**src/rtl/core/frl_pkg.sv**
```systemverilog
// shared types and constants for the frame rate limiter
`default_nettype none
package frl_pkg;

  localparam int unsigned SpeedW  = 10;
  localparam int unsigned CountW  = 16;
  localparam int unsigned TimeW   = 32;
  localparam int unsigned WaitW   = 16;
  localparam int unsigned DivW    = 26;  // 65535 * 1000 fits in 26 bits
  localparam int unsigned DivCntW = $clog2(DivW);

  localparam logic [SpeedW-1:0] SpeedMax   = 10'd1023;
  localparam logic [SpeedW-1:0] SpeedReset = 10'd60;
  localparam logic [SpeedW-1:0] SpeedHigh  = 10'd60;
  localparam logic [SpeedW-1:0] SpeedMid   = 10'd15;
  localparam logic [SpeedW-1:0] StepBig    = 10'd10;
  localparam logic [SpeedW-1:0] StepMid    = 10'd5;
  localparam logic [CountW-1:0] CountMax   = 16'hFFFF;
  localparam logic [WaitW-1:0]  WaitMax    = 16'hFFFF;
  localparam logic [TimeW-1:0]  MsPerSec   = 32'd1000;

  typedef enum logic [1:0] {
    FUNC_FRAME   = 2'd0,
    FUNC_UP      = 2'd1,
    FUNC_DOWN    = 2'd2,
    FUNC_RESTORE = 2'd3
  } func_e;

  typedef struct packed {
    logic              start;
    logic [DivW-1:0]   dividend;
    logic [SpeedW-1:0] divisor;
  } div_req_t;

  typedef struct packed {
    logic            busy;
    logic            done;
    logic [DivW-1:0] quotient;
  } div_rsp_t;

endpackage
`default_nettype wire

```
**src/rtl/core/frl_div.sv**
```systemverilog
// serial restoring divider, one quotient bit per cycle
`default_nettype none
module frl_div
  import frl_pkg::*;
(
  input  wire logic     clk_i,
  input  wire logic     rst_ni,
  input  wire div_req_t req_i,
  output div_rsp_t      rsp_o
);

  logic                busy_q, busy_d;
  logic                done_q, done_d;
  logic [DivCntW-1:0]  cnt_q, cnt_d;
  logic [SpeedW-1:0]   rem_q, rem_d;
  logic [DivW-1:0]     quo_q, quo_d;
  logic [SpeedW-1:0]   dvs_q, dvs_d;

  logic [SpeedW:0]     trial;
  logic [SpeedW+1:0]   diff;
  logic                borrow;

  // shift in the next dividend bit and try the subtract
  assign trial  = {rem_q, quo_q[DivW-1]};
  assign diff   = {1'b0, trial} - {2'b00, dvs_q};
  assign borrow = diff[SpeedW+1];

  always_comb begin
    busy_d = busy_q;
    done_d = 1'b0;
    cnt_d  = cnt_q;
    rem_d  = rem_q;
    quo_d  = quo_q;
    dvs_d  = dvs_q;
    if (req_i.start && !busy_q) begin
      busy_d = 1'b1;
      cnt_d  = DivCntW'(DivW - 1);
      rem_d  = '0;
      quo_d  = req_i.dividend;
      dvs_d  = req_i.divisor;
    end else if (busy_q) begin
      rem_d = borrow ? trial[SpeedW-1:0] : diff[SpeedW-1:0];
      quo_d = {quo_q[DivW-2:0], ~borrow};
      cnt_d = cnt_q - 1'b1;
      if (cnt_q == '0) begin
        busy_d = 1'b0;
        done_d = 1'b1;
      end
    end
  end

  always_ff @(posedge clk_i or negedge rst_ni) begin
    if (!rst_ni) begin
      busy_q <= 1'b0;
      done_q <= 1'b0;
      cnt_q  <= '0;
    end else begin
      busy_q <= busy_d;
      done_q <= done_d;
      cnt_q  <= cnt_d;
    end
  end

  always_ff @(posedge clk_i) begin
    rem_q <= rem_d;
    quo_q <= quo_d;
    dvs_q <= dvs_d;
  end

  assign rsp_o.busy     = busy_q;
  assign rsp_o.done     = done_q;
  assign rsp_o.quotient = quo_q;

endmodule
`default_nettype wire

```
**src/rtl/core/frame_rate_limiter.sv**
```systemverilog
// frame rate limiter top level: pacing state, sequencer and output register
//
// Paces frames to a target rate. A frame beat carries the current ms time;
// the block answers with the wait until the frame is due, window_done and
// the frame count when a one-second window closed, and the current target
// speed. Speed up, slow down and restore beats answer in the cycle after
// acceptance. A frame beat passes through the frames*1000 product step,
// the serial divider (one quotient bit per cycle over 26 bits, then a
// completion flag), and the elapsed time and wait arithmetic steps before
// its result is registered. Input ready is low while a beat is at work and
// while a result waits in the output register.
// base_rate is loaded through cfg_we_i/cfg_wdata_i and is only sampled by
// restore beats.
`default_nettype none
module frame_rate_limiter
  import frl_pkg::*;
(
  input  wire logic              clk_i,
  input  wire logic              rst_ni,
  input  wire logic              cfg_we_i,
  input  wire logic [SpeedW-1:0] cfg_wdata_i,
  input  wire logic              in_valid_i,
  output logic                   in_ready_o,
  input  wire logic [1:0]        func_i,
  input  wire logic [TimeW-1:0]  now_ms_i,
  output logic                   out_valid_o,
  input  wire logic              out_ready_i,
  output logic [WaitW-1:0]       wait_ms_o,
  output logic                   window_done_o,
  output logic [CountW-1:0]      frame_rate_o,
  output logic [SpeedW-1:0]      current_speed_o
);

  typedef enum logic [4:0] {
    S_IDLE = 5'b00001,
    S_MUL  = 5'b00010,
    S_DIV  = 5'b00100,
    S_ELAP = 5'b01000,
    S_FIN  = 5'b10000
  } state_e;

  state_e              state_q, state_d;
  logic [SpeedW-1:0]   base_q, base_d;
  logic [SpeedW-1:0]   speed_q, speed_d;
  logic [CountW-1:0]   fc_q, fc_d;
  logic [TimeW-1:0]    ws_q, ws_d;
  logic [TimeW-1:0]    now_q, now_d;
  logic [DivW-1:0]     tgt_q, tgt_d;
  logic [TimeW-1:0]    elap_q, elap_d;
  logic                ovld_q, ovld_d;
  logic [WaitW-1:0]    wait_q, wait_d;
  logic                done_q, done_d;
  logic [CountW-1:0]   rate_q, rate_d;

  div_req_t            div_req;
  div_rsp_t            div_rsp;

  logic                in_acc;
  logic [TimeW-1:0]    tgt_ext;
  logic                early;
  logic [DivW-1:0]     wdiff;
  logic [TimeW-1:0]    el_eff;

  function automatic logic [SpeedW-1:0] step_up(input logic [SpeedW-1:0] s);
    logic [SpeedW:0] n;
    if (s >= SpeedHigh)     n = {1'b0, s} + {1'b0, StepBig};
    else if (s >= SpeedMid) n = {1'b0, s} + {1'b0, StepMid};
    else                    n = {1'b0, s} + 1'b1;
    return (n > {1'b0, SpeedMax}) ? SpeedMax : n[SpeedW-1:0];
  endfunction

  function automatic logic [SpeedW-1:0] step_down(input logic [SpeedW-1:0] s);
    logic [SpeedW-1:0] n;
    if (s > SpeedHigh)     n = s - StepBig;
    else if (s > SpeedMid) n = s - StepMid;
    else if (s > 10'd1)    n = s - 1'b1;
    else                   n = 10'd1;
    return n;
  endfunction

  frl_div u_div (
    .clk_i (clk_i),
    .rst_ni(rst_ni),
    .req_i (div_req),
    .rsp_o (div_rsp)
  );

  assign in_ready_o = (state_q == S_IDLE) && !ovld_q;
  assign in_acc     = in_valid_i && in_ready_o;

  // frames * 1000 goes straight into the divider's dividend register
  assign div_req.start    = (state_q == S_MUL);
  assign div_req.dividend = DivW'(fc_q) * DivW'(MsPerSec);
  assign div_req.divisor  = speed_q;

  assign tgt_ext = {{(TimeW-DivW){1'b0}}, tgt_q};
  assign early   = elap_q < tgt_ext;
  assign wdiff   = tgt_q - elap_q[DivW-1:0];
  // an early frame is assumed to wait until exactly the due time
  assign el_eff  = early ? tgt_ext : elap_q;

  always_comb begin
    state_d = state_q;
    base_d  = cfg_we_i ? cfg_wdata_i : base_q;
    speed_d = speed_q;
    fc_d    = fc_q;
    ws_d    = ws_q;
    now_d   = now_q;
    tgt_d   = tgt_q;
    elap_d  = elap_q;
    ovld_d  = ovld_q && !out_ready_i;
    wait_d  = wait_q;
    done_d  = done_q;
    rate_d  = rate_q;
    case (state_q)
      S_IDLE: begin
        if (in_acc) begin
          case (func_e'(func_i))
            FUNC_FRAME: begin
              fc_d    = (fc_q == CountMax) ? fc_q : fc_q + 1'b1;
              now_d   = now_ms_i;
              state_d = S_MUL;
            end
            FUNC_UP:      speed_d = step_up(speed_q);
            FUNC_DOWN:    speed_d = step_down(speed_q);
            FUNC_RESTORE: speed_d = (base_q == '0) ? 10'd1 : base_q;
            default:      speed_d = speed_q;
          endcase
          if (func_e'(func_i) != FUNC_FRAME) begin
            fc_d   = '0;
            ovld_d = 1'b1;
            wait_d = '0;
            done_d = 1'b0;
            rate_d = '0;
          end
        end
      end
      S_MUL: state_d = S_DIV;
      S_DIV: begin
        if (div_rsp.done) begin
          tgt_d   = div_rsp.quotient;
          state_d = S_ELAP;
        end
      end
      S_ELAP: begin
        elap_d  = now_q - ws_q;
        state_d = S_FIN;
      end
      S_FIN: begin
        wait_d = '0;
        if (early) begin
          wait_d = (|wdiff[DivW-1:WaitW]) ? WaitMax : wdiff[WaitW-1:0];
        end
        done_d = 1'b0;
        rate_d = '0;
        if (el_eff >= MsPerSec) begin
          done_d = 1'b1;
          rate_d = fc_q;
          fc_d   = '0;
          ws_d   = early ? ws_q + tgt_ext : now_q;
        end
        ovld_d  = 1'b1;
        state_d = S_IDLE;
      end
      default: state_d = S_IDLE;
    endcase
  end

  always_ff @(posedge clk_i or negedge rst_ni) begin
    if (!rst_ni) begin
      state_q <= S_IDLE;
      base_q  <= SpeedReset;
      speed_q <= SpeedReset;
      fc_q    <= '0;
      ws_q    <= '0;
      ovld_q  <= 1'b0;
    end else begin
      state_q <= state_d;
      base_q  <= base_d;
      speed_q <= speed_d;
      fc_q    <= fc_d;
      ws_q    <= ws_d;
      ovld_q  <= ovld_d;
    end
  end

  always_ff @(posedge clk_i) begin
    now_q  <= now_d;
    tgt_q  <= tgt_d;
    elap_q <= elap_d;
    wait_q <= wait_d;
    done_q <= done_d;
    rate_q <= rate_d;
  end

  assign out_valid_o     = ovld_q;
  assign wait_ms_o       = wait_q;
  assign window_done_o   = done_q;
  assign frame_rate_o    = rate_q;
  assign current_speed_o = speed_q;

`ifndef SYNTHESIS
  a_speed_nonzero: assert property (@(posedge clk_i) disable iff (!rst_ni)
    speed_q != '0)
    else $error("target speed dropped to zero");

  a_div_start_idle: assert property (@(posedge clk_i) disable iff (!rst_ni)
    div_req.start |-> !div_rsp.busy)
    else $error("divider started while busy");

  a_div_done_state: assert property (@(posedge clk_i) disable iff (!rst_ni)
    div_rsp.done |-> state_q == S_DIV)
    else $error("divider finished outside the divide step");

  a_no_accept_full: assert property (@(posedge clk_i) disable iff (!rst_ni)
    in_acc |=> out_valid_o || state_q == S_MUL)
    else $error("accepted beat produced neither result nor work");
`endif

endmodule
`default_nettype wire

```
**config.mk**
```make
export PLATFORM = sky130hd
export DESIGN_NAME = frame_rate_limiter
export DESIGN_NICKNAME = d
export VERILOG_FILES = /design/src/rtl/core/frl_pkg.sv /design/src/rtl/core/frl_div.sv /design/src/rtl/core/frame_rate_limiter.sv
export SDC_FILE = /design/constraint.sdc
export NUM_CORES = 1
export LEC_CHECK = 0
export ABC_AREA = 1
export BUFFER_PORTS_ARGS = -buffer_cell sky130_fd_sc_hd__buf_2
export CAP_MARGIN = 20
export CORE_ASPECT_RATIO = 1.75
export CORE_MARGIN = 3
export CORE_UTILIZATION = 40
export DETAILED_ROUTE_END_ITERATION = 16
export PLACE_DENSITY_LB_ADDON = 0.12
export SYNTH_ARGS = -nofsm -noshare
export SYNTH_HDL_FRONTEND = slang
export SYNTH_SLANG_ARGS = --single-unit
export TNS_END_PERCENT = 1
```
**constraint.sdc**
```tcl
create_clock -name clk_i -period 5.5 [get_ports clk_i]
set_input_delay 0.55 -clock clk_i [delete_from_list [all_inputs] [get_ports clk_i]]
set_output_delay 0.55 -clock clk_i [all_outputs]
set_load 0.05 [all_outputs]
```
==> qor.yml <==
die_w_um: 176
final_common_cell: "nand2_1"
syn_inst: 2600
rows: 108
yosys.area_share.simple: 0.234
die-area_sq_mm: 0.0534
grt_first_pass_wirelength_um: 101000
postCtsSetupBuffers: 0
io_pins: 94
synth-compound-area-share: 0.111
ant_nets: 0
grt_pass1_vias: 18200
area_growth_pct: 10.6
yosys_warnings: 0
overflow: 0
yosys.area_share.xor_xnor: 0.0398
num_vias: 17500
first_pass_iters: 6
path_delay_family: "adder cells"
cp.arrival_ns: 5.27
synth_edf_count: 156
end_kind: "flop"
postSynthAreaPerCell_sq_um: 7.78
drc: 0
synth_top_family_by_area: "simple AND/OR/NAND/NOR gates"
h-tree-depth: 1
synth_flop_cell: "edfxtp_1"
fmax_mhz: 203
place_hpwl_um: 54400
seq_power_share: 0.392
die_h_um: 304
core_area_sq_mm: 0.0499
synthDistinctLibCells: 56
yosys.area.top_type: "edfxtp_1"
status: "complete, no violations"
gp_congestion: 0.941
cts_tree: "done"
start_util: 0.406
first_iter_violations: 887
grt_max_degree: 52
setup_viol: 0
synthTopCellsByArea: "edfxtp_1, nand2_1, ha_1"
muxShareOfSynthArea: 0.00111
clk_pin_slew_ns: 0.07
max_stage_delay_ns: 0.60
grt_usage: 0.245
critPathKind: "reg2reg"
clk_path_buf_depth: 3
cts-root-buf: "clkbuf_16"
layout_common_cells: "nand2_1, inv_1, nor2_1, ha_1, a21oi_1"
wire_per_inst_um: 19.4
vdd_ir_drop_max_v: 0.000327
path_cells: "inv_1, fa_1, fa_1, fa_1, fa_1, inv_1, ha_1, nand2_1, o21ai_0, a21oi_1, o21ai_0, nand3_1, nand2_1, a21oi_1, o21ai_0, nand2_1"
power.leakage_nw: 10.7
viasPerCell: 5.19
mappedNetlistArea_sq_mm: 0.0202
p_comb_frac: 0.302
cts_buffers: 28
worstMarginPinSlew_ns: 0.961
cp.required_ns: 5.85
slowest_stage: "fa_1"
synth-async-reset-ratio: 0.324
cts_resized: 0
worstHoldPathType: "in2reg"
finalCriticalPeriod_ns: 4.92
path_buf_inv: 2
drv_cap: 0
rsz0062_at_grt: "false"
antennaDiodeCount: 0
p_switching_mw: 2.53
finalInstanceArea_sq_mm: 0.0224
cp_max_fo: 8
syn_nets: 2889
antenna_found_initial: 0
finClkSkew_ns: 0.0285
relSlewSlack: 0.359
hold_violations: 0
clkPwrFrac: 0.306
synth_top_cell_area_share: 0.231
drt-total-wl_um: 65500
placement.io_buffers: 93
hold_buffers: 1
layout-drive-gt1-share: 0.0783
placed_area_sq_mm: 0.0213
nets: 2974
cpMostUsedCell: "fa_1"
internal_power_mw: 4.27
clock_latency_ns: 0.59
cts_num_sinks: 250
seq_area_frac_synth: 0.345
synth-seq-cells: 250
switching_share: 0.373
layout_worst_path_cycle_share: 0.895
slew_violations: 0
fin_setup_tns_ns: 0
synthAdderAreaFrac: 0.170
nFillCells: 5106
cellPowerDensity_mw_per_mm2: 304
finalPower_mw: 6.80
critical_path.startpoint_type: "flop"
[layout make-up]
| class | count | area [sq um] | area share |
|---|---|---|---|
| multi-input cells | 1843 | 11300 | 0.504 |
| flip-flops and latches | 250 | 6980 | 0.312 |
| inverters | 459 | 1720 | 0.0770 |
| well taps | 660 | 826 | 0.0369 |
| clock buffers | 37 | 796 | 0.0356 |
| repair buffers | 103 | 546 | 0.0244 |
| clock inverters | 15 | 229 | 0.0102 |
[metal layers]
metal | global-route usage | routed length (um) | vias to the layer above
met1 | 0.230 | 22000 | 8249
met5 | 0 | 0 | -
met4 | 0.149 | 4620 | 0
met2 | 0.498 | 37000 | 398
met3 | 0.0227 | 1790 | 186
li1 | - | - | 8648
[cell usage after synthesis (15+ instances only)]
cell type  count
xor2_1        59
nor4_1        23
nor3_1        28
nor2_1       186
dfrtp_1       72
o21ai_1       25
clkbuf_1      15
a21oi_1      166
ha_1         182
fa_1          58
xnor2_1       33
buf_2         15
nand4_1       53
nand3_1      109
o21ai_0      138
inv_1        451
nand2_1      639
nand3b_1      17
edfxtp_1     156
[worst paths after layout]
path                                           start                   endpoint  slack [ns]  cells after the start
min in group asynchronous                     rst_ni        fc_q[5]$_DFFE_PN0P_        0.47                      2
max in group asynchronous                     rst_ni        ws_q[2]$_DFFE_PN0P_        3.97                      3
hold reg to reg            u_div.quo_q[10]$_DFFE_PP_        tgt_q[10]$_DFFE_PP_        0.45                      0
hold / removal                          now_ms_i[12]        now_q[12]$_DFFE_PP_        0.13                      1
setup / recovery                 fc_q[2]$_DFFE_PN0P_  u_div.quo_q[21]$_DFFE_PP_        0.58                     16
setup reg to reg                 fc_q[2]$_DFFE_PN0P_  u_div.quo_q[21]$_DFFE_PP_        0.58                     16
[registers in the layout (all words and copies together), names as in the netlist, 5 cells and up]
name,cells
state_q,5
u_div.quo_q,26
fc_q,16
now_q,32
frame_rate_o,16
u_div.cnt_q,5
base_q,10
current_speed_o,10
u_div.dvs_q,10
elap_q,32
wait_ms_o,16
tgt_q,26
ws_q,32
u_div.rem_q,10
[cell families after synthesis]
| family | Yosys count |
|---|---|
| buffers and inverters | 507 |
| AOI/OAI and AO/OA | 408 |
| adders and majority gates | 240 |
| and+or+nand+nor | 1101 |
| xor gates and xnor gates | 92 |
| DFF | 250 |
| muxes | 2 |
[power by group through the flow]
stage | logic, mW | clock network (mW) | registers, mW
after global placement | 2.04 | 0 | 2.70
after global routing | 2.29 | 2.22 | 2.71
final | 2.05 | 2.08 | 2.66
after floorplan | 1.41 | 0 | 2.74
after CTS | 2.07 | 2.14 | 2.67
after detailed placement | 2.06 | 0 | 2.71
[through the flow]
stage | worst slack (ns) | hold slack [ns] | std cells | util
finish | 0.579 | 0.130 | 3367 | 0.449
global route | 0.182 | 0.107 | 3367 | 0.449
CTS | 0.544 | 0.0982 | 3367 | 0.449
detailed placement | 0.534 | 0.436 | 3314 | 0.428
global placement | 0.577 | 0.438 | 3314 | 0.428
floorplan | 1.26 | 0.254 | 2600 | -
Power figures use the tool's default switching activity.
